[src/rtl/htwd_pkg.sv]
package htwd_pkg;

  localparam int IDX_W      = 9;
  localparam int SYM_W      = 8;
  localparam int CODE_W     = 8;
  localparam int CNT_W      = 32;
  localparam int CFG_IDX_W  = 1;
  localparam int CFG_DATA_W = 32;

  localparam int NODE_SLOTS_DEF = 512;
  localparam int CMD_DEPTH_DEF  = 2;
  localparam int RES_DEPTH_DEF  = 4;

  localparam logic [CFG_IDX_W-1:0] REG_ROOT_NODE    = 1'b0;
  localparam logic [CFG_IDX_W-1:0] REG_SYMBOL_TOTAL = 1'b1;

  typedef struct packed {
    logic             leaf;
    logic [SYM_W-1:0] sym;
    logic [IDX_W-1:0] left;
    logic [IDX_W-1:0] right;
  } node_t;

  typedef enum logic [1:0] {
    K_LOAD,
    K_DROP,
    K_DECODE
  } kind_t;

  typedef struct packed {
    kind_t             kind;
    logic [IDX_W-1:0]  addr;
    node_t             node;
    logic [CODE_W-1:0] code;
  } cmd_t;

  typedef struct packed {
    logic [SYM_W-1:0] symbol;
    logic             last;
    logic             done;
  } res_t;

endpackage

[src/rtl/htwd_fifo.sv]
module htwd_fifo #(
  parameter int WIDTH = 8,
  parameter int DEPTH = 2
) (
  input  logic             clk,
  input  logic             rst_n,
  input  logic             push,
  input  logic [WIDTH-1:0] wdata,
  output logic             full,
  input  logic             pop,
  output logic [WIDTH-1:0] rdata,
  output logic             empty
);

  localparam int AW = (DEPTH > 1) ? $clog2(DEPTH) : 1;
  localparam int CW = $clog2(DEPTH + 1);

  logic [WIDTH-1:0] mem_r [DEPTH];
  logic [AW-1:0]    wr_ptr_r, wr_ptr_nxt;
  logic [AW-1:0]    rd_ptr_r, rd_ptr_nxt;
  logic [CW-1:0]    cnt_r, cnt_nxt;
  logic             do_push, do_pop;

  assign full    = (cnt_r == CW'(DEPTH));
  assign empty   = (cnt_r == '0);
  assign do_push = push && !full;
  assign do_pop  = pop && !empty;
  assign rdata   = mem_r[rd_ptr_r];

  always_comb begin
    wr_ptr_nxt = wr_ptr_r;
    rd_ptr_nxt = rd_ptr_r;
    cnt_nxt    = cnt_r;
    if (do_push) begin
      wr_ptr_nxt = (wr_ptr_r == AW'(DEPTH - 1)) ? '0 : wr_ptr_r + 1'b1;
    end
    if (do_pop) begin
      rd_ptr_nxt = (rd_ptr_r == AW'(DEPTH - 1)) ? '0 : rd_ptr_r + 1'b1;
    end
    if (do_push && !do_pop) begin
      cnt_nxt = cnt_r + 1'b1;
    end else if (do_pop && !do_push) begin
      cnt_nxt = cnt_r - 1'b1;
    end
  end

  always_ff @(posedge clk) begin
    if (!rst_n) begin
      wr_ptr_r <= '0;
      rd_ptr_r <= '0;
      cnt_r    <= '0;
    end else begin
      wr_ptr_r <= wr_ptr_nxt;
      rd_ptr_r <= rd_ptr_nxt;
      cnt_r    <= cnt_nxt;
    end
  end

  always_ff @(posedge clk) begin
    if (do_push) begin
      mem_r[wr_ptr_r] <= wdata;
    end
  end

endmodule

[src/rtl/htwd_front.sv]
module htwd_front #(
  parameter int NODE_SLOTS = htwd_pkg::NODE_SLOTS_DEF,
  parameter int CMD_DEPTH  = htwd_pkg::CMD_DEPTH_DEF
) (
  input  logic                          clk,
  input  logic                          rst_n,
  input  logic                          in_push,
  output logic                          in_full,
  input  logic                          in_func,
  input  logic [htwd_pkg::IDX_W-1:0]    in_node_address,
  input  logic                          in_node_is_leaf,
  input  logic [htwd_pkg::SYM_W-1:0]    in_node_symbol,
  input  logic [htwd_pkg::IDX_W-1:0]    in_left_index,
  input  logic [htwd_pkg::IDX_W-1:0]    in_right_index,
  input  logic [htwd_pkg::CODE_W-1:0]   in_code_byte,
  output htwd_pkg::cmd_t                cmd,
  output logic                          cmd_valid,
  input  logic                          cmd_pop
);

  htwd_pkg::cmd_t cmd_in;
  logic           cmd_empty;
  logic           addr_ok;

  assign addr_ok = int'(in_node_address) < NODE_SLOTS;

  always_comb begin
    cmd_in.addr       = in_node_address;
    cmd_in.node.leaf  = in_node_is_leaf;
    cmd_in.node.sym   = in_node_symbol;
    cmd_in.node.left  = in_left_index;
    cmd_in.node.right = in_right_index;
    cmd_in.code       = in_code_byte;
    if (in_func) begin
      cmd_in.kind = htwd_pkg::K_DECODE;
    end else if (addr_ok) begin
      cmd_in.kind = htwd_pkg::K_LOAD;
    end else begin
      cmd_in.kind = htwd_pkg::K_DROP;
    end
  end

  htwd_fifo #(
    .WIDTH ($bits(htwd_pkg::cmd_t)),
    .DEPTH (CMD_DEPTH)
  ) u_cmd_q (
    .clk   (clk),
    .rst_n (rst_n),
    .push  (in_push),
    .wdata (cmd_in),
    .full  (in_full),
    .pop   (cmd_pop),
    .rdata (cmd),
    .empty (cmd_empty)
  );

  assign cmd_valid = !cmd_empty;

endmodule

[config.mk]
export PLATFORM = sky130hd
export DESIGN_NAME = htwd_front
export DESIGN_NICKNAME = d
export VERILOG_FILES = /design/src/rtl/htwd_pkg.sv /design/src/rtl/htwd_fifo.sv /design/src/rtl/htwd_front.sv
export SDC_FILE = /design/constraint.sdc
export NUM_CORES = 1
export LEC_CHECK = 0
export ABC_AREA = 1
export BUFFER_PORTS_ARGS = -buffer_cell sky130_fd_sc_hd__buf_2
export CAP_MARGIN = 20
export CORE_ASPECT_RATIO = 1.25
export CORE_UTILIZATION = 50
export CTS_CLUSTER_SIZE = 8
export DETAILED_ROUTE_END_ITERATION = 10
export PLACE_DENSITY = 0.8
export SETUP_SLACK_MARGIN = 0.5
export SLEW_MARGIN = 20
export SYNTH_ARGS = -nofsm -noshare
export SYNTH_HDL_FRONTEND = slang
export SYNTH_SLANG_ARGS = --single-unit
[constraint.sdc]
create_clock -name clk -period 3.65 [get_ports clk]
set_input_delay 0.1825 -clock clk [delete_from_list [all_inputs] [get_ports clk]]
set_output_delay 0.1825 -clock clk [all_outputs]
set_load 0.01 [all_outputs]
# --- Yosys cells after proc, flatten, opt, wreduce, memory -nomap -nowiden ---
# Memory sizes are Yosys's and may differ from the RTL's. A register that Yosys moved wholly into a read port is not among the register bits.
# Cells that the tools add are included.
word_totals:
  mem_bits_ro: 0
  output_inout_bits: 48
  in_bits: 49
  mem_bits_rw: 92
  latchBits: 0
  elab_cells: 28
  regBits: 4
  memories: 1
memory_table:
  columns: ["memory", "depth", "width", "rd", "rd_ports_with_merged_regs", "write_ports", "line_no", "text"]
  rows:
  - ["u_cmd_q.mem_r", 2, 46, 1, 1, 1, "htwd_fifo.sv:18", "logic [WIDTH-1:0] mem_r [DEPTH];"]
op_classes:
  n_addsub: 4
  n_shift: 0
  div: 0
  n_eq_ne: 1
  n_lt_le_gt_ge: 0
  bitwise: 0
  reduce_logical: 10
  n_mux: 9
  n_mul: 0
op_table:
  columns: ["operator", "n"]
  rows:
  - ["2-to-1 mux 1 bit", 6]
  - ["2-to-1 mux 2 bit", 3]
  - ["logical AND 1 bit", 4]
  - ["zero test 1 bit", 4]
  - ["adder 1 bit, second input constant", 2]
  - ["adder 2 x 1 -> 2 bit, second input constant", 1]
  - ["== test 2 bit, second input constant", 1]
  - ["zero test 2 bit", 1]
  - ["nonzero test 2 bit", 1]
  - ["subtractor 2 x 1 -> 2 bit, second input constant", 1]

# --- Logic depth before layout (Yosys ltp) ---
logic_depth:
  ltp_word: 7
  mapped_depth: 10
  depth_no_buf: 10

# --- Cells and area by module ---
# Synthesis repeated with hierarchy kept, for this count alone.
unflattened:
  cells_unflattened: 183
  area_unflattened_um2: 3774.9
modules_own_cells:
  columns: ["mod", "instances", "cells_each", "area_per_inst_um2"]
  rows:
  - ["htwd_fifo", 1, 181, 3767.4]
  - ["htwd_front", 1, 2, 7.5]

# --- Worst setup path after synthesis ---
# No wires, ideal clock.
synth_path:
  path_kind: "reg2reg"
  start: "register u_cmd_q.cnt_r[1]"
  end: "memory u_cmd_q.mem_r[0][0] in the netlist's numbering (enable)"
  setup_slack_ns: 0.821
  path_stages_with_launch: 4
  arrival_ns: 2.381
  required_time_ns: 3.203
  setup_time_ns: 0.447
  path_cell_list: "dfxtp_1 > inv_1 > o21ai_2 > nor2_1"
synth_between:
  elab_chain_len: 5
synth_rtl:
  columns: ["element", "line_no", "text"]
  rows:
  - ["start, declared", "htwd_fifo.sv:21", "logic [CW-1:0] cnt_r, cnt_nxt;"]
  - ["start signal, assigned", "htwd_fifo.sv:55", "cnt_r <= cnt_nxt;"]
  - ["== test 2 bit", "htwd_fifo.sv:24", "assign full = (cnt_r == CW'(DEPTH));"]
  - ["zero test 1 bit", "htwd_fifo.sv:26", "assign do_push = push && !full;"]
  - ["logical AND 1 bit", "htwd_fifo.sv:26", null]
  - ["2-to-1 mux 1 bit", "htwd_fifo.sv:60", "if (do_push) begin"]
  - ["2-to-1 mux 1 bit (implied by the code)", "htwd_fifo.sv:61", "mem_r[wr_ptr_r] <= wdata;"]
  - ["end, declared", "htwd_fifo.sv:18", null]
# No other way between the ends.

==> out/results.tsv <==
stage	metric	value	unit
run	max_cap_violations	0	
timing	rsz0062_at_grt	false	
cts	numCtsBuffers	9	
final_layout	fill_cells	560	
cts	clkSinkCount	95	
timing	slew_headroom	0.438	
global_route	grt_pass1_wl	9.03	mm
synthesis	synth_top_family_by_area	multiplexers	
detailed_routing	wl	5.86	mm
final_layout	area_growth	19.5	%
worst_setup_path	r2r_end	u_cmd_q.mem_r[0][25]	
placement	io_buffers	95	
power_and_ir_drop	total_leakage_power	1.77	nW
timing	hold_violations	0	
min_path	min_path_type	in2reg	
final_layout	multi_input_area	791	µm²
final_layout	n_antenna_cell	0	
placement	place_congestion	0.734	
floorplanning	die_area	7760	µm²
synthesis	synthMuxAreaShare	0.177	
global_route	grt_antenna_before_repair	0	
global_route	grt_pass1_vias	1915	
global_route	track_usage	0.162	
synthesis	syn-instance-count	179	
placement	dp_cells	361	
worst_setup_path	timing.rr.start	u_cmd_q.cnt_r[1]	
detailed_routing	vias	1849	
synthesis	synth_compound_area_frac	0.00844	
floorplanning	start_util	0.525	
floorplanning	die_y	98.3	µm
synthesis	synthTopCellsByArea	edfxtp_1 (73%), mux2_4 (16%), dfxtp_1 (2.7%)	
synthesis	synth_xor_area_frac	0	
final_layout	finalNetCount	337	
synthesis	syn_nets	229	
floorplanning	core_area	7060	µm²
timing	worstMarginPinSlew	0.840	ns
floorplanning	num_rows	34	
detailed_routing	drc	0	
final_layout	design_area	4430	µm²
placement	place_area	4240	µm²
synthesis	syn_avg_cell_area	20.7	µm²
power_and_ir_drop	powerDensity	621	nW/µm²
worst_setup_path	critical_path_arrival	2.11	ns
floorplanning	die_w	79.0	µm
timing	fin_setup_tns	0	ns
final_layout	drive_above_1_share	0.536	
worst_setup_path	crit_required	3.47	ns
timing	slew_viol_final	0	
final_layout	ff_latch_area	2800	µm²
cts	tritoncts	done	
synthesis	yosys_warnings	0	
worst_setup_path	reg2reg_depth	4	
synthesis	synth-adder-area-share	0.00337	
cts	clk_pin_slew_worst_paths	0.08	ns
final_layout	final_core_util	0.628	
synthesis	synth-simple-area-share	0.0192	
placement	hpwl	4.10	mm
timing	fin_worst_skew	0.00385	ns
worst_setup_path	rrSetupSlack	1.67	ns
cts	clock_latency	0.35	ns
timing	min_period	2.30	ns
worst_setup_path	crit_fanout	30	
synthesis	seq_area_frac_synth	0.756	
detailed_routing	drt_iter0_drc	78	
timing	finalCritPeriodShare	0.629	
timing	setup_viol	0	
global_route	grt.overflow.total	0	
run_status	outcome	finished, final reports clean	
final_layout	stdcell_count	381	
synthesis	ys_seq_elements	95	
synthesis	syn_area	3710	µm²
detailed_routing	avgViaCountPerCell	4.85	
worst_setup_path	critPathKind	reg2out	
floorplanning	ios	97	
cts	cts_setup_buffers	0	
synthesis	synth_area_leader_cell	edfxtp_1	
power_and_ir_drop	ir_drop	320	µV
detailed_routing	wl_per_cell	15.4	µm
cts	cts_buffer_depth	2	
min_path	holdPathStages	1	
cts	ctsHtreeMaxLevel	3	
min_path	min-delay-start	in_node_address[1]	
timing	fmax	436	MHz
detailed_routing	ant_nets	0	
worst_setup_path	end_kind	output pin	
synthesis	synth_cell_type_count	18	
global_route	grt_max_degree	31	
cts	clock_tree.root_cell	clkbuf_8	
worst_setup_path	cp-start-kind	register	
detailed_routing	drt-pass1-iter-count	4	
synthesis	netlist.area_leader.share	0.729	
min_path	hold_path_end	u_cmd_q.mem_r[0][36]	
[cells in the mapped netlist (all sizes together)]
cell type   n
dfxtp       5
o21ai       3
buf         6
o21a        1
edfxtp     90
mux2       45
inv         8
nor2        9
nand4       1
conb        1
nand3       1
ha          1
nand2       7
a21oi       1
[flip-flops by register name (all words and copies together), names as in the netlist, named ones only]
name / flops
u_cmd_q.mem_r: 90
u_cmd_q.wr_ptr_r: 1
u_cmd_q.cnt_r: 2
u_cmd_q.rd_ptr_r: 1
[how the worst max path moves through the flow]
| stage | slack, ns | cells after the start | startpoint | endpoint |
|---|---|---|---|---|
| after floorplan | 0.82 | 3 | u_cmd_q.cnt_r[1] | u_cmd_q.mem_r[0][0] |
| after global placement | 1.71 | 3 | register | cmd[26] |
| after detailed placement | 1.66 | 4 | u_cmd_q.cnt_r[1] | u_cmd_q.mem_r[0][22] |
| after CTS | 1.32 | 3 | register | cmd[26] |
| after global routing | 1.24 | 3 | register | cmd[26] |
| final | 1.35 | 3 | register | cmd[26] |
[layer usage]
metal,global-route usage,routed length [µm],vias to the layer above
met4,0.103,191,0
met1,0.169,2210,888
met2,0.288,3210,56
met3,0.0374,241,14
li1,-,-,891
met5,0,0,-
[cells by family (layout without fill, tap and decap cells)]
| group | after synthesis | after routing |
|---|---|---|
| mux | 45 | 45 |
| other cells | 1 | 1 |
| flops | 95 | 95 |
| fa+ha+maj | 1 | 1 |
| simple gates | 18 | 18 |
| compound gates | 5 | 5 |
| buf+inv | 14 | 126 |
[critical path, cell delays in order, from the launching register on]
cell and delay [ns]:
dfxtp_2 0.66, buf_4 0.55, mux2_2 0.40, buf_2 0.14
[placed cells by master, fill, tap and decap left out, types with 3 or more instances in the layout]
master	count
buf_2	95
edfxtp_1	90
mux2_4	40
clkbuf_8	9
inv_1	8
nand2_1	7
nor2_1	7
mux2_2	5
dlygate4sd3_1	5
dfxtp_1	4
clkinv_1	3
clkbuf_1	3
buf_4	3
[power breakdown]
part / internal, W / leakage, nW / switching [W] / total [W]
Combinational: 0.000382 / 0.812 / 0.000372 / 0.000754
Clock: 0.000238 / 0.0730 / 0.000311 / 0.000549
Sequential: 0.00138 / 0.881 / 0.0000716 / 0.00145
[cell type report]
class | count | area share
Sequential cell | 95 | 0.633
Multi-Input combinational cell | 70 | 0.178
Timing Repair Buffer | 103 | 0.124
Clock buffer | 12 | 0.0305
Tap cell | 90 | 0.0254
Inverter | 8 | 0.00678
Clock inverter | 3 | 0.00254
[repair_timing]
action                                 4_1_cts  5_1_grt
setup endpoints to repair                    0        0
gates resized for setup                      0        0
endpoints found under the hold margin        5        2
hold buffers                                 3        2
[stage by stage]
step / power, W / worst slack, ns / hold slack, ns
2_1_floorplan: 0.00203 / 0.821 / 0.281
3_3_place_gp: 0.00221 / 1.71 / 0.370
3_5_place_dp: 0.00224 / 1.66 / 0.374
4_1_cts: 0.00279 / 1.32 / 0.000949
5_1_grt: 0.00289 / 1.24 / 0.00124
6_report: 0.00275 / 1.35 / 0.0192
Note: power is estimated with default switching activity, not from simulation.
