==> config.mk <==
export PLATFORM = sky130hd
export DESIGN_NAME = htwd_fifo
export DESIGN_NICKNAME = d
export VERILOG_FILES = /design/src/rtl/htwd_fifo.sv
export SDC_FILE = /design/constraint.sdc
export NUM_CORES = 1
export LEC_CHECK = 0
export BUFFER_PORTS_ARGS = -buffer_cell sky130_fd_sc_hd__buf_2
export CORE_ASPECT_RATIO = 1.2
export CORE_MARGIN = 8
export CORE_UTILIZATION = 49
export DETAILED_ROUTE_END_ITERATION = 16
export GPL_TIMING_DRIVEN = 0
export MAX_ROUTING_LAYER = met4
export PLACE_DENSITY = 0.84
export SYNTH_ARGS = -nofsm -noshare
export SYNTH_HDL_FRONTEND = slang
export SYNTH_SLANG_ARGS = --single-unit
export TNS_END_PERCENT = 100
==> constraint.sdc <==
create_clock -name clk -period 2 [get_ports clk]
set_input_delay 0.2 -clock clk [delete_from_list [all_inputs] [get_ports clk]]
set_output_delay 0.2 -clock clk [all_outputs]
set_load 0.1 [all_outputs]
==> src/rtl/htwd_fifo.sv <==
module htwd_fifo #(
  parameter int WIDTH = 8,
  parameter int DEPTH = 2
) (
  input  logic             clk,
  input  logic             rst_n,
  input  logic             push,
  input  logic [WIDTH-1:0] wdata,
  output logic             full,
  input  logic             pop,
  output logic [WIDTH-1:0] rdata,
  output logic             empty
);

  localparam int AW = (DEPTH > 1) ? $clog2(DEPTH) : 1;
  localparam int CW = $clog2(DEPTH + 1);

  logic [WIDTH-1:0] mem_r [DEPTH];
  logic [AW-1:0]    wr_ptr_r, wr_ptr_nxt;
  logic [AW-1:0]    rd_ptr_r, rd_ptr_nxt;
  logic [CW-1:0]    cnt_r, cnt_nxt;
  logic             do_push, do_pop;

  assign full    = (cnt_r == CW'(DEPTH));
  assign empty   = (cnt_r == '0);
  assign do_push = push && !full;
  assign do_pop  = pop && !empty;
  assign rdata   = mem_r[rd_ptr_r];

  always_comb begin
    wr_ptr_nxt = wr_ptr_r;
    rd_ptr_nxt = rd_ptr_r;
    cnt_nxt    = cnt_r;
    if (do_push) begin
      wr_ptr_nxt = (wr_ptr_r == AW'(DEPTH - 1)) ? '0 : wr_ptr_r + 1'b1;
    end
    if (do_pop) begin
      rd_ptr_nxt = (rd_ptr_r == AW'(DEPTH - 1)) ? '0 : rd_ptr_r + 1'b1;
    end
    if (do_push && !do_pop) begin
      cnt_nxt = cnt_r + 1'b1;
    end else if (do_pop && !do_push) begin
      cnt_nxt = cnt_r - 1'b1;
    end
  end

  always_ff @(posedge clk) begin
    if (!rst_n) begin
      wr_ptr_r <= '0;
      rd_ptr_r <= '0;
      cnt_r    <= '0;
    end else begin
      wr_ptr_r <= wr_ptr_nxt;
      rd_ptr_r <= rd_ptr_nxt;
      cnt_r    <= cnt_nxt;
    end
  end

  always_ff @(posedge clk) begin
    if (do_push) begin
      mem_r[wr_ptr_r] <= wdata;
    end
  end

endmodule

Yosys cells after proc, flatten, opt, wreduce, memory -nomap -nowiden:

Memory sizes are Yosys's and may differ from the RTL's. A register that Yosys moved wholly into a read port is not among the register bits.
Cells that the tools add are included.

* input bits: 12
* output and inout port bits: 10
* logic and storage cells: 27
* register bits: 4
* memories kept: 1
* RAM bits: 16

Memories
* mem_r: depth 2, bits a word 8, read ports 1, clocked after memory_dff 1, write ports 1, RTL line 18 `logic [WIDTH-1:0] mem_r [DEPTH];`

* eq/ne operators: 1
* reduce and logical (&&, ||, !) cells: 10
* add/sub/neg operators: 4
* multiplexer cells: 8

Operators by type and width (number)
* $mux 1: 6
* $logic_and 1x1->1: 4
* $logic_not 1->1: 4
* $mux 2: 2
* $add 1x1->1 const B: 2
* $add 2x1->2 const B: 1
* $eq 2x2->1 const B: 1
* $logic_not 2->1: 1
* $reduce_bool 2->1: 1
* $sub 2x1->2 const B: 1

Logic depth before layout (Yosys ltp):

Gate-level depths: netlist of run 1.

* depth in word-level cells: 7
* gate-level depth with buffers: 7

Worst setup path after synthesis of run 1:

OpenSTA, ideal clock, no wires.

* kind: reg-to-reg
* from: register cnt_r[0]
* to: register cnt_r[1]
* setup slack: 0.194 ns
* arrival: 1.736 ns
* library setup time: 0.070 ns
* stages on the path, launching flop included: 7
* required time: 1.930 ns
* path buffers: 0
* period minus slack after synthesis: 1.806 ns
* cells stage by stage: dfxtp_1 nand2b_1 inv_2 nor2_1 ha_1 or3_1 a21boi_1

* longest elaborated chain between the ends: 6

RTL lines
* start, declared: RTL line 21 `logic [CW-1:0] cnt_r, cnt_nxt;`
* start signal, assigned: RTL line 55 `cnt_r <= cnt_nxt;`
* $eq 2x2->1 (*): RTL line 24 `assign full = (cnt_r == CW'(DEPTH));`
* net full: RTL line 9 `output logic full,`
* $logic_not 1->1 (*): RTL line 26 `assign do_push = push && !full;`
* $logic_and 1x1->1 (*): RTL line 26
* $logic_not 1->1: RTL line 42 `end else if (do_pop && !do_push) begin`
* $logic_and 1x1->1: RTL line 42
* $reduce_bool 2->1 (no line)

The timed path passes the listed nets; every way through them passes the cells marked *. The select of a mux whose other input is x is not followed.
A chain may end at the register's enable or synchronous reset.

==> summary.txt, run 1 <==
Status
  • Outcome: complete, no violations

Clock tree
  • Root Driver: clkbuf_4
  • Number of gates resized after cts: 0
  • CTS tree: done
  • Clock latency on the worst-skew pair: 0.29 ns
  • Post-CTS setup buffer count: 0
  • Hold buffer count at CTS: 0
  • Reg clk slew, reported paths: 0.10 ns
  • Clock sink count: 21
  • Clock tree buffer depth: 2
  • H-tree depth: 1
  • TritonCTS buffer count: 3

Worst setup path
  • FF-to-FF End: cnt_r[1]
  • CP endpoint: rdata[1]
  • Cells on worst reg2reg path: 6
  • Reg-to-reg setup timing slack: between 0.4 and 0.5 ns
  • Endpoint type of the worst setup path: primary output
  • Arr. time, crit path: ~1.5 ns
  • Reg-to-Reg Start: cnt_r[0]
  • Startpoint Class: flip-flop
  • CP Class: flip-flop to primary output
  • Crit Path Max Fanout: 8
  • Required time worst endpoint: 1.80 ns

Finish
  • # fillers: 139
  • Area Growth Syn to Fin: 19.0%
  • Fin area: 963 um^2
  • Layout cells sized above 1: 46.7%
  • N_diodes: 0
  • Nets: between 80 and 90
  • Most frequent cells in the layout: buf_2, edfxtp_1, mux2_2
  • Most common cell after layout, fill and taps aside: buf_2

STA
  • Min Hold Slack: 0.0941 ns
  • RSZ-0062 raised after global routing: no
  • Achievable Freq: 602 MHz
  • Fin crit share: just over 80%
  • Clock skew: 0.00317 ns
  • Max-slew headroom: approximately 54%
  • Fin. max-slew vios: 0
  • Final hold vios: 0
  • Setup tns final: 0 ns
  • Period minus WS final: 1.66 ns
  • Worst-Margin Slew: 0.690 ns
  • Final setup vio count: 0

Yosys
  • Post-synthesis compound-gate area fraction: 4.02%
  • Syn_area_per_cell: 16.2 um^2
  • Synthesis-stage register bit count: 21
  • Mux cell area share after synthesis: 11.1%
  • Net count after synthesis: 63
  • Synth cell types: 20
  • Largest family of logic cells by synthesized area: multiplexers
  • Synth Area in XOR/XNOR: around 3.2%
  • Simple-gate share of the synthesized area: 6.80%
  • Adder-Cell Fraction of Synth Area: approximately 1.5%
  • Post-synth design cell area: 810 um^2
  • Register area share after synthesis: 71.7%
  • Cells after synthesis: 50
  • Warning count from the yosys run: 0

Global routing
  • Largest net degree at the start of global routing: 12
  • First-pass GRT wire length: between 2 and 2.5 mm
  • Antenna violations before repair: 0
  • Overall Global Routing Usage: 9.80%
  • Vias in the first global route: 529
  • Global route overflow: 0

Placed design
  • DPL Wire Length: 1.06 mm
  • Placer Congestion: between 0.6 and 0.7
  • DP Area: 937 um^2
  • I/O Buffers: 21

Drt
  • First-pass detailed-route iteration total: 2
  • DRT Wirelength: 1.37 mm
  • Routed wire per std cell: between 10 and 15 um
  • Via count: roughly 460
  • Vias/cell: 4.91
  • Initial DRC count: 8
  • Antenna-violating nets left: 0
  • Residual DRC: 0

Floorplanning
  • Die Y: 60.5 um
  • Starting Density: 50.5%
  • Core area: roughly 1600 um^2
  • Die X: about 53 um
  • Die area: 3210 um^2
  • Boundary pin count: 22
  • Placement Rows: 16

Hold path
  • Worst hold path type: primary input to flip-flop

Job
  • Max-Cap Viols: 0
[worst max-delay path: stages (launching register included)]
cell and delay (ns):
dfxtp_1 0.32, buf_2 0.20, mux2_2 0.36, buf_2 0.29
[registers in the layout, summed over array words and instances, names as in the netlist, named ones only]
signal	flops
cnt_r	2
mem_r	16
rd_ptr_r	1
wr_ptr_r	1
[synthesized netlist by cell type]
library cell  number  area, um^2
a21boi_0           1        7.51
a21boi_1           1        7.51
and2_1             3        18.8
and3_1             1        6.26
buf_2              1        5.00
dfxtp_1            5         100
edfxtp_1          16         480
ha_1               1        12.5
inv_1              1        3.75
inv_2              1        3.75
mux2_2             8        90.1
nand2b_1           1        6.26
nor2_1             2        7.51
nor3_2             1        10.0
o21a_1             1        7.51
o21ai_0            1        5.00
o21ai_1            1        5.00
or3_1              1        6.26
xnor2_1            2        17.5
xor2_1             1        8.76
[cell families after synthesis]
family | after synthesis
XOR/XNOR | 3
adder cells (fa/ha/maj) | 1
flip-flops | 21
buffers and inverters | 3
multiplexers | 8
AND/OR/NAND/NOR | 9
AO/OA/AOI/OAI | 5
[area by class of cell]
class | count | area, um^2 | share of cell area [%]
clock buffers | 4 | 26.3 | 2.73
well taps | 18 | 22.5 | 2.34
multi-input cells | 26 | 216 | 22.5
repair buffers | 21 | 105 | 10.9
flip-flops and latches | 21 | 581 | 60.3
inverters | 2 | 7.51 | 0.779
plain buffers | 1 | 5.00 | 0.519
[per-stage QoR]
stage,instances,worst slack (ns),util (%)
final,93,0.340,60.2
after floorplan,50,0.194,-
after global placement,89,0.460,58.5
after global routing,93,0.270,60.2
after CTS,93,0.321,60.2
after detailed placement,89,0.410,58.5
[how the worst min path moves through the flow]
stage / from / end / cells after the start
finish: wdata[2] / mem_r[1][2] / 1
global placement: wdata[3] / mem_r[0][3] / 1
detailed placement: wdata[2] / mem_r[1][2] / 1
global route: wdata[2] / mem_r[1][2] / 1
CTS: wdata[2] / mem_r[1][2] / 1
floorplan: wdata[0] / mem_r[0][0] / 0
[per-layer routing]
| metal | GRT usage, % | up-vias | wire length (um) |
|---|---|---|---|
| met2 | 15.8 | 19 | 685 |
| met5 | - | - | 0 |
| met3 | 3.43 | 2 | 108 |
| met4 | 3.25 | 0 | 7 |
| met1 | 11.1 | 204 | 564 |
| li1 | - | 232 | - |
Power of run 1 is left out: the tool's default activity adds up to more than one toggle a clock period on the data nets, which glitch-free logic cannot reach.
==> run 2: changes to the inputs <==
--- a/config.mk
+++ b/config.mk
@@ -8,11 +8,11 @@
 export BUFFER_PORTS_ARGS = -buffer_cell sky130_fd_sc_hd__buf_2
 export CORE_ASPECT_RATIO = 1.2
 export CORE_MARGIN = 8
-export CORE_UTILIZATION = 49
+export CORE_UTILIZATION = 44
 export DETAILED_ROUTE_END_ITERATION = 16
 export GPL_TIMING_DRIVEN = 0
 export MAX_ROUTING_LAYER = met4
-export PLACE_DENSITY = 0.84
+export PLACE_DENSITY = 0.8
 export SYNTH_ARGS = -nofsm -noshare
 export SYNTH_HDL_FRONTEND = slang
 export SYNTH_SLANG_ARGS = --single-unit
==> constraint.sdc (replaced) <==
create_clock -name clk -period 1.3 [get_ports clk]
set_input_delay 0.13 -clock clk [delete_from_list [all_inputs] [get_ports clk]]
set_output_delay 0.13 -clock clk [all_outputs]
set_load 0.1 [all_outputs]
==> run 2 against run 1 <==
Net effect:
- the flow now finishes with violations (setup timing)
- core utilization increased by 9.9 points
- sequential cell count unchanged
- sequential share of layout area decreased by 13 points
- wire length increased by 14%
- via count increased by 9.2%
- clock-buffer cell count unchanged
- non-clock buffer count increased by 6
==> summary.txt, run 2 (synthesis gave the netlist of run 1 again) <==
Clock tree
  • Hold buffer count at CTS: 0
  • Root Driver: clkbuf_4
  • TritonCTS buffer count: 3
  • Clock sink count: 21
  • Clock tree buffer depth: 2
  • H-tree depth: 1
  • Clock latency on the worst-skew pair: 0.29 ns
  • Reg clk slew, reported paths: 0.11 ns
  • CTS tree: done

Drt
  • First-pass detailed-route iteration total: 3
  • DRT Wirelength: 1.57 mm
  • Routed wire per std cell: 15.7 um
  • Vias/cell: 4.99
  • Initial DRC count: 6
  • Residual DRC: 0
  • Antenna-violating nets left: 0
  • Via count: 499

STA
  • Period minus WS final: 1.48 ns
  • Final setup vio count: 19
  • Fin crit share: 114%
  • RSZ-0062 raised after global routing: yes
  • Setup tns final: -2.18 ns
  • Max-slew headroom: about 68%
  • Post-route setup slack: -0.181 ns
  • Worst-Margin Slew: 0.488 ns
  • Fin. max-slew vios: 0
  • Clock skew: 0.00112 ns
  • Achievable Freq: 675 MHz
  • Final hold vios: 0

Finish
  • Fin util: between 70% and 80%
  • Largest Register: mem_r
  • Area Growth Syn to Fin: 54.7%
  • Most frequent cells in the layout: edfxtp_1, buf_2, buf_12
  • # fillers: 132
  • Layout cells sized above 1: 61.7%
  • Nets: between 90 and 100
  • Multi-input logic area: about 290 um^2
  • Most common cell after layout, fill and taps aside: edfxtp_1
  • Register area: 587 um^2
  • Largest regs: mem_r: 16 flops, cnt_r: 2 flops
  • Max reg flops: 16
  • N_diodes: 0

Global routing
  • Global route overflow: 0
  • Largest net degree at the start of global routing: 12
  • First-pass GRT wire length: ~2.4 mm
  • Antenna violations before repair: 0
  • Vias in the first global route: 539
  • Overall Global Routing Usage: 9.96%

Floorplanning
  • Die area: 3470 um^2
  • Boundary pin count: 22
  • Placement Rows: 17
  • Die Y: 63.0 um
  • Die X: roughly 55 um
  • Core area: 1790 um^2
  • Starting Density: between 40% and 50%

Placed design
  • Placer Congestion: 0.649
  • Pre-CTS setup slack: -0.203 ns
  • I/O Buffers: 21
  • DPL Wire Length: 1.09 mm

Hold path
  • Worst hold path type: primary input to flip-flop

Worst setup path
  • Required time worst endpoint: 1.52 ns
  • CP Class: flip-flop to flip-flop
  • Startpoint Class: flip-flop
  • Crit Path Max Fanout: 4
  • Endpoint type of the worst setup path: flip-flop
  • Arr. time, crit path: 1.70 ns

Status
  • Outcome: finished with violations
  • Failing checks: setup timing

Job
  • Max-Cap Viols: 0
run 2: cell type report:
type | instances | area share, %
tap | 19 | 1.90
sequential | 21 | 46.9
clock buffer | 4 | 2.10
buffer | 1 | 1.20
multi-input combinational | 26 | 23.0
timing repair buffer | 27 | 23.4
inverter | 2 | 1.60
run 2: worst paths after layout:
path / startpoint / to / slack (ns) / cells past startpoint
min reg2reg: cnt_r[1] / cnt_r[1] / 0.55 / 2
max reg2reg: cnt_r[0] / cnt_r[1] / -0.18 / 6
max: cnt_r[0] / cnt_r[1] / -0.18 / 6
min: wdata[7] / mem_r[0][7] / 0.02 / 1
run 2: per-layer routing:
| metal | share of wire, % | track usage [%] | vias up | wire length (um) |
|---|---|---|---|---|
| li1 | - | - | 246 | - |
| met1 | 41 | 10.4 | 235 | 648 |
| met2 | 51 | 16.7 | 16 | 798 |
| met3 | 6.8 | 2.14 | 2 | 107 |
| met4 | 0.64 | 4.52 | 0 | 10 |
| met5 | 0 | - | - | 0 |
run 2: metrics by stage:
stage                     cell area [um^2]  hold WS [ns]  instances
after floorplan                        857         0.229         50
after global placement                 986         0.319         90
after detailed placement               986         0.323         90
after CTS                             1220        0.0165         99
after global routing                  1250        0.0129        100
final                                 1250        0.0226        100
run 2: worst max-delay path, stage by stage (launching register included):
cell      delay [ns]
dfxtp_4         0.39
nand2b_4        0.18
inv_12          0.04
nor2_4          0.12
ha_4            0.21
or3_1           0.35
a21boi_1        0.13
run 2: timing repair:
item	CTS	global route
endpoints found under the setup margin	29	21
setup buffers	5	1
pin swaps	4	2
resized for setup	45	5
Power of run 2 is left out for the same reason.
==> run 3: changes to the inputs <==
--- a/config.mk
+++ b/config.mk
@@ -5,6 +5,7 @@
 export SDC_FILE = /design/constraint.sdc
 export NUM_CORES = 1
 export LEC_CHECK = 0
+export ABC_AREA = 1
 export BUFFER_PORTS_ARGS = -buffer_cell sky130_fd_sc_hd__buf_2
 export CORE_ASPECT_RATIO = 1.2
 export CORE_MARGIN = 8
==> run 3 against run 2 <==
Net effect:
- the run still ends with setup timing left
- worst setup slack improved by 0.061 ns
- core utilization fell by 0.69 points
- wire length rose by 11%
- critical endpoint is now rdata[5]
==> summary.txt, run 3 <==
Worst setup path
  • Endpoint type of the worst setup path: primary output
  • CP Class: flip-flop to primary output
  • Reg-to-Reg Start: cnt_r[1]
  • Crit Path Max Fanout: 8
  • Startpoint Class: flip-flop
  • Arr. time, crit path: between 1 and 1.5 ns
  • Required time worst endpoint: 1.17 ns

Placed design
  • Placer Congestion: between 0.6 and 0.7
  • Pre-CTS setup slack: -0.186 ns
  • I/O Buffers: 21
  • Dpl cells: just over 100
  • DPL Wire Length: between 1 and 1.5 mm

STA
  • Achievable Freq: 704 MHz
  • Final hold vios: 0
  • Setup tns final: -0.853 ns
  • Post-route setup slack: -0.120 ns
  • Final setup vio count: 8
  • Max-slew headroom: 71.9%
  • Fin crit share: 109%
  • RSZ-0062 raised after global routing: yes
  • Worst-Margin Slew: 0.420 ns
  • Period minus WS final: 1.42 ns
  • Clock skew: about 0.0031 ns
  • Fin. max-slew vios: 0

Yosys
  • Cells after synthesis: 63
  • Syn_area_per_cell: roughly 13 um^2
  • Async SR Flop Fraction: 0%
  • Synthesis-stage register bit count: 21
  • Post-synth design cell area: 823 um^2
  • Area leader, netlist: edfxtp_1
  • Top cells by area, synth: edfxtp_1, dfxtp_1, mux2_2
  • Synth cell types: 15
  • Synth top area share: 58.4%
  • Net count after synthesis: 76
  • Register area share after synthesis: 70.5%
  • EDFF count, synth: 16
  • Most numerous cell in the Yosys netlist: edfxtp_1
  • Main flop type after synthesis: edfxtp_1
  • Warning count from the yosys run: 0
  • Synth top cells by count: edfxtp_1, nor2_1, inv_1, mux2_2, nand2_1

Drt
  • Routed wire per std cell: between 15 and 20 um
  • Initial DRC count: 16
  • Vias/cell: 4.99
  • Antenna-violating nets left: 0
  • Via count: 559
  • Residual DRC: 0
  • First-pass detailed-route iteration total: 4
  • DRT Wirelength: around 1.7 mm

Hold path
  • Hold path startpoint: wdata[6]
  • Worst hold path type: primary input to flip-flop

Floorplanning
  • Boundary pin count: 22
  • Core area: around 1800 um^2
  • Die X: 55.5 um
  • Starting Density: 45.5%
  • Die area: 3520 um^2
  • Placement Rows: 17
  • Die Y: approximately 63 um

Finish
  • N_diodes: 0
  • Most frequent cells in the layout: edfxtp_1, buf_2, mux2_4, buf_12
  • Non-filler instance count after layout: about 110
  • Area Growth Syn to Fin: 52.4%
  • Largest Register: mem_r
  • Nets: 107
  • Largest regs: mem_r: 16 flops, cnt_r: 2 flops
  • Max reg flops: 16
  • Fin util: 69.4%
  • Layout cells sized above 1: 55.9%
  • Most common cell after layout, fill and taps aside: edfxtp_1

Global routing
  • Vias in the first global route: 616
  • First-pass GRT wire length: 2.70 mm
  • Largest net degree at the start of global routing: 12
  • Overall Global Routing Usage: roughly 9.8%
  • Global route overflow: 0
  • Antenna violations before repair: 0

Pwr
  • Pwr per Cell Area: ~2500 nW/um^2
  • P_int: 1660 uW
  • Psw: 1470 uW
  • P_leak: 0.000520 uW
  • Clock share of power: 9.8%
  • Switching fraction of total power: 47.0%
  • Comb power frac: between 50% and 60%
  • Reg power frac: 31.2%
  • Max VDD drop: 0.00192 V

Clock tree
  • H-tree depth: 1
  • Reg clk slew, reported paths: 0.11 ns
  • Root Driver: clkbuf_4
  • Clock sink count: 21
  • CTS tree: done
  • Clock latency on the worst-skew pair: 0.29 ns
  • TritonCTS buffer count: 3
  • Clock tree buffer depth: 2

Job
  • Max-Cap Viols: 0

Status
  • Failing checks: setup timing
  • Outcome: finished with violations
-- run 3: cell families (layout without fill, tap and decap cells) --
logic type / Yosys count / count (layout) / synth area share [%]
compound gates: 4 / 4 / 2.89
buf+inv: 10 / 40 / 4.71
simple gates: 19 / 19 / 9.42
mux: 8 / 8 / 10.9
fa+ha+maj: 1 / 1 / 1.52
flops: 21 / 21 / 70.5
-- run 3: cell type report --
type	instances	area (um^2)
buffer	1	15.0
clock buffer	4	26.3
fill	120	553
inverter	9	36.3
multi-input combinational	32	284
sequential	21	589
tap	19	23.8
timing repair buffer	26	280
-- run 3: path summary, 6_finish.rpt --
kind,end,slack [ns],depth (start not counted)
min reg2reg,rd_ptr_r,0.53,2
max reg2reg,cnt_r[1],0.02,9
max,rdata[5],-0.12,3
min,mem_r[0][6],0.02,1
-- run 3: layer usage --
layer	track usage (%)	vias up	wire (um)
met5	-	-	0
met4	3.70	0	0
met3	2.20	0	53
met2	18.1	16	938
met1	9.59	271	748
li1	-	272	-
-- run 3: critical path, cell delays in order, from the launching register on --
cell and delay (ns):
dfxtp_2 0.35, buf_8 0.14, mux2_4 0.33, buf_12 0.17
-- run 3: power by group through the flow --
stage	clock [uW]	sequential, uW	combinational [uW]
after global routing	339	988	1940
after CTS	307	970	1780
after detailed placement	0	956	1360
after floorplan	0	939	1180
final	308	977	1840
after global placement	0	946	1330
-- run 3: what timing repair did --
| action | 4_1_cts | 5_1_grt |
|---|---|---|
| hold endpoints to repair | 0 | 4 |
| pin swaps | 4 | 2 |
| setup endpoints to repair | 28 | 10 |
| gates resized for setup | 56 | 4 |
| setup buffers | 1 | 2 |
| hold buffers | 0 | 2 |
-- run 3: per-stage QoR --
step                      total power [uW]  hold slack, ns  cell area [um^2]
after global placement                2280           0.319               978
after global routing                  3260        0.000711              1250
after floorplan                       2120           0.229               850
final                                 3130          0.0160              1250
after detailed placement              2320           0.324               978
after CTS                             3060         0.00889              1210
(Power assumes the default switching activity.)
